**src/nllp_ram.sv**
```systemverilog
module nllp_ram #(
	parameter int WIDTH = 32,
	parameter int DEPTH = 64
) (
	input  logic                     clk,
	input  logic                     we,
	input  logic [$clog2(DEPTH)-1:0] waddr,
	input  logic [WIDTH-1:0]         wdata,
	input  logic [$clog2(DEPTH)-1:0] raddr,
	output logic [WIDTH-1:0]         rdata
);

	logic [WIDTH-1:0] mem [DEPTH];

	always_ff @(posedge clk) begin
		if (we) begin
			mem[waddr] <= wdata;
		end
		rdata <= mem[raddr];
	end

endmodule

```
**config.mk**
```make
export PLATFORM = sky130hd
export DESIGN_NAME = nllp_ram
export DESIGN_NICKNAME = d
export VERILOG_FILES = /design/src/nllp_ram.sv
export SDC_FILE = /design/constraint.sdc
export NUM_CORES = 2
export LEC_CHECK = 0
export BUFFER_PORTS_ARGS = -buffer_cell sky130_fd_sc_hd__buf_2
export CORE_UTILIZATION = 60
export DETAILED_ROUTE_END_ITERATION = 10
export HOLD_SLACK_MARGIN = 0.08
export PLACE_DENSITY = 0.76
export SYNTH_ARGS = -nofsm -noshare
export SYNTH_HDL_FRONTEND = slang
export SYNTH_SLANG_ARGS = --single-unit
```
**constraint.sdc**
```tcl
create_clock -name clk -period 4.5 [get_ports clk]
set_input_delay 0.9 -clock clk [delete_from_list [all_inputs] [get_ports clk]]
set_output_delay 0.9 -clock clk [all_outputs]
set_load 0.02 [all_outputs]
```
==> impl.org <==
** Detailed routing
- The routed design has 201,500 um of wire.
- In the routed design, unresolved DRC markers number 0.
- For this block, the initial DRC count from the detailed router was 6,201.
- Detailed-router iteration count before antenna repair :: 10
- After detailed routing, the average wire length per cell comes to 36.74 um.
- Once detail routing completed, the nets flagged for antenna violations numbered 0.
- Vias after detailed routing :: 38,350
- Ratio of routed vias to standard cells :: 6.993

** Synth
- Leading cell types by total area after synthesis :: edfxtp_1, mux4_2, mux2i_1, dfxtp_1, o22ai_1
- Top post-synthesis cells by count :: edfxtp_1, mux4_2, nor2_1, mux2i_1, o22ai_1
- Share of the synthesized area in the top cell type :: 0.7833
- Avg Inst Size Synth :: 23.62 sq um
- The synthesized netlist contains 34 unique library cells.
- After synthesis the cells add up to 78,520 sq um.
- Counting flops with an async set or reset pin after synthesis yields a share of 0.
- Dominant synthesized flop cell :: edfxtp_1
- Number of warnings printed during yosys synthesis :: 0
- The share of the Yosys chip area taken by registers is 0.7914.
- In the synthesized netlist, the number of instances is 3,324.
- Leading cell type by number of instances after synthesis :: edfxtp_1
- Yosys mapped a number of flops with a built-in enable equal to 2,048.
- Register bit count reported by yosys :: 2,080
- The synthesized design spends more area on one cell type than any other, namely edfxtp_1.
- When the netlist entered floorplanning its net count stood at 3,370.

** Critical path
- For the worst setup path, the data required time is 5160 ps.
- Crit start category :: input port
- Worst-path cell with the longest stage delay :: o22ai_1
- For this run, the slowest stage of the critical path takes 660 ps.
- Highest fanout seen on the critical path :: 61
- Library cell appearing most often on the critical path :: mux4_2
- Type of element capturing the critical path :: register
- Traced cell by cell, the critical path runs through buf_8, buf_12, buf_4, mux4_2, mux4_2, o22ai_1, nor2_1.
- Arrival time at the worst endpoint :: 4090 ps
- Setup CP Type :: input port to register
- The setup check on the worst reg-to-reg path leaves a slack of 2080 ps.

** Clocking
- Buffers inserted during post-CTS setup optimization :: 0
- The clock tree synthesis step divided the H-tree into 4 levels.
- For this design, the sink count on the clock tree is 2,080.
- TritonCTS built the clock tree.
- Number of cells upsized or downsized after cts :: 0
- Clock Latency Late Sink :: 820 ps
- Root buffer selected by CTS :: clkbuf_16
- TritonCTS created 191 clock buffers.
- CTS max path bufs :: 3
- For this design, the CTS-stage hold fixing added 0 buffers.
- Clock-pin slew was measured on the worst setup and hold paths at 60 ps.

** Global routing
- Global routing finished with a remaining overflow of 0.
- GRT Util Overall :: 0.3116
- The initial antenna violation count is 16.
- Pin count of the biggest net entering global routing :: 65
- Global-route wire length before repair :: 284,700 um
- The number of global-route vias before repair is 39,450.

** Placed design
- Detailed placement ended at an HPWL of 108,600 um.
- RePlAce Congestion :: 0.8294
- Placed Instances :: 5,125
- Port bufs :: 77

** Floorplan
- Full die area :: 132,300 sq um
- Site Rows :: 132
- Initial Util :: 0.6056
- The core region is 129,600 sq um.
- Vertical extent of the die :: 363.7 um
- Number of I/O pins :: 78
- Horizontal extent of the die :: 363.7 um

** Power and ir drop
- Across the VDD grid, the largest voltage drop is 0.0004710 V.
- Pwr Density :: 448.8 nW/um^2
- The design draws 39.84 mW.
- For this design the static power due to leakage is 27.73 nW.

** STA
- Post-layout minimum cycle time :: 3430 ps
- Headroom to the max-slew limit came out at -0.02237.
- The hold violation total from the final report came to 0.
- For the pin with the worst max-slew slack, the measured transition is 1525 ps.
- Based on the critical path, the design can be clocked at up to 291.6 MHz.
- The clock arrives with 31.70 ps of skew.
- Final Cycle Share :: 0.7622
- Setup violations remaining at the end of the flow were counted as 0.
- The max-slew violation total from the final report was 8.
- Unrepaired setup endpoints after global routing :: no
- Total negative setup slack :: 0 ps

** Cells and area
- After the last flow step, the layout net total stands at 3,622.
- In the final layout, the share of cells above drive strength 1 is 0.3016.
- Area grow syn2layout :: 13.06%
- Non-filler instance count after layout :: 5,485

** Flow run
- Across the run, the number of max-cap violations was 1.

** Worst hold path
- Min-Delay Path Class :: input port to register

** Run status
- The flow ran to the end, but the final reports show violations.
- The checks that failed: capacitance limit, slew limit.
[metal layers]
metal	routed length [um]	vias up	track usage
li1	-	14770	-
met1	68240	20010	0.4161
met2	98920	3031	0.5011
met3	24640	533	0.06702
met4	9600	14	0.1397
met5	91	-	0
[area by class of cell]
class,count,area [sq um]
tap,1742,2180
timing repair buffer,241,2200
sequential,2080,62140
clock buffer,241,5199
antenna,6,15.01
fill,7429,40880
multi-input combinational,1062,15970
clock inverter,113,1074
[worst max-delay path: cells and delay by family]
| kind | cells | cell delay (ps) |
|---|---|---|
| muxes | 2 | 1060 |
| AOI/OAI and AO/OA | 1 | 660 |
| buffers and inverters | 3 | 1140 |
| and+or+nand+nor | 1 | 140 |
[cells in the final DEF (no fill, tap or decap), types with 6 or more instances in the layout]
cell type / n
buf_4: 121
nor2_4: 62
inv_6: 6
diode_2: 6
mux2i_1: 93
o22ai_1: 84
bufinv_16: 20
a22oi_1: 12
nor2_1: 75
edfxtp_1: 2048
a311oi_1: 8
dfxtp_1: 32
clkinv_2: 33
mux4_2: 544
buf_2: 73
buf_12: 44
nand2b_1: 8
clkbuf_16: 200
nor2b_1: 15
nand2_1: 26
clkbuf_1: 37
o221ai_1: 27
clkinv_1: 43
a21oi_1: 62
clkinvlp_4: 8
[power breakdown]
group | switching [mW] | internal (mW)
logic | 1.26 | 0.739
registers | 0.0976 | 21.5
clock network | 6.98 | 9.31
[registers in the layout, indices dropped and copies added (netlist names)]
register and flops:
rdata 32, mem 2048
[cell families (layout without fill, tap and decap cells)]
| kind of cell | after synthesis | count (layout) | synth area share |
|---|---|---|---|
| and+or+nand+nor | 223 | 223 | 0.01265 |
| other | 0 | 6 | 0 |
| DFF | 2080 | 2080 | 0.7914 |
| muxes | 637 | 637 | 0.1679 |
| AOI/OAI and AO/OA | 202 | 202 | 0.01673 |
| buffers and inverters | 182 | 595 | 0.01128 |
[metrics by stage]
step | setup WS, ps | utilization | hold WS, ps | cell area [sq um]
floorplan | 440.2 | - | 663.2 | 78520
global placement | 232.2 | 0.6362 | 714.6 | 82480
detailed placement | 189.9 | 0.6362 | 732.3 | 82480
CTS | 1031 | 0.6846 | 479.9 | 88760
global route | 1082 | 0.6846 | 494.5 | 88760
finish | 1070 | 0.6847 | 521.4 | 88770
[path summary, 6_finish.rpt]
path | from | end | cells after the start
max | raddr[0] | rdata[13] | 7
min | wdata[28] | mem[10][28] | 1
max reg2reg | mem[11][1] | rdata[1] | 4
min reg2reg | mem[28][4] | rdata[4] | 4
(Power assumes the default switching activity.)
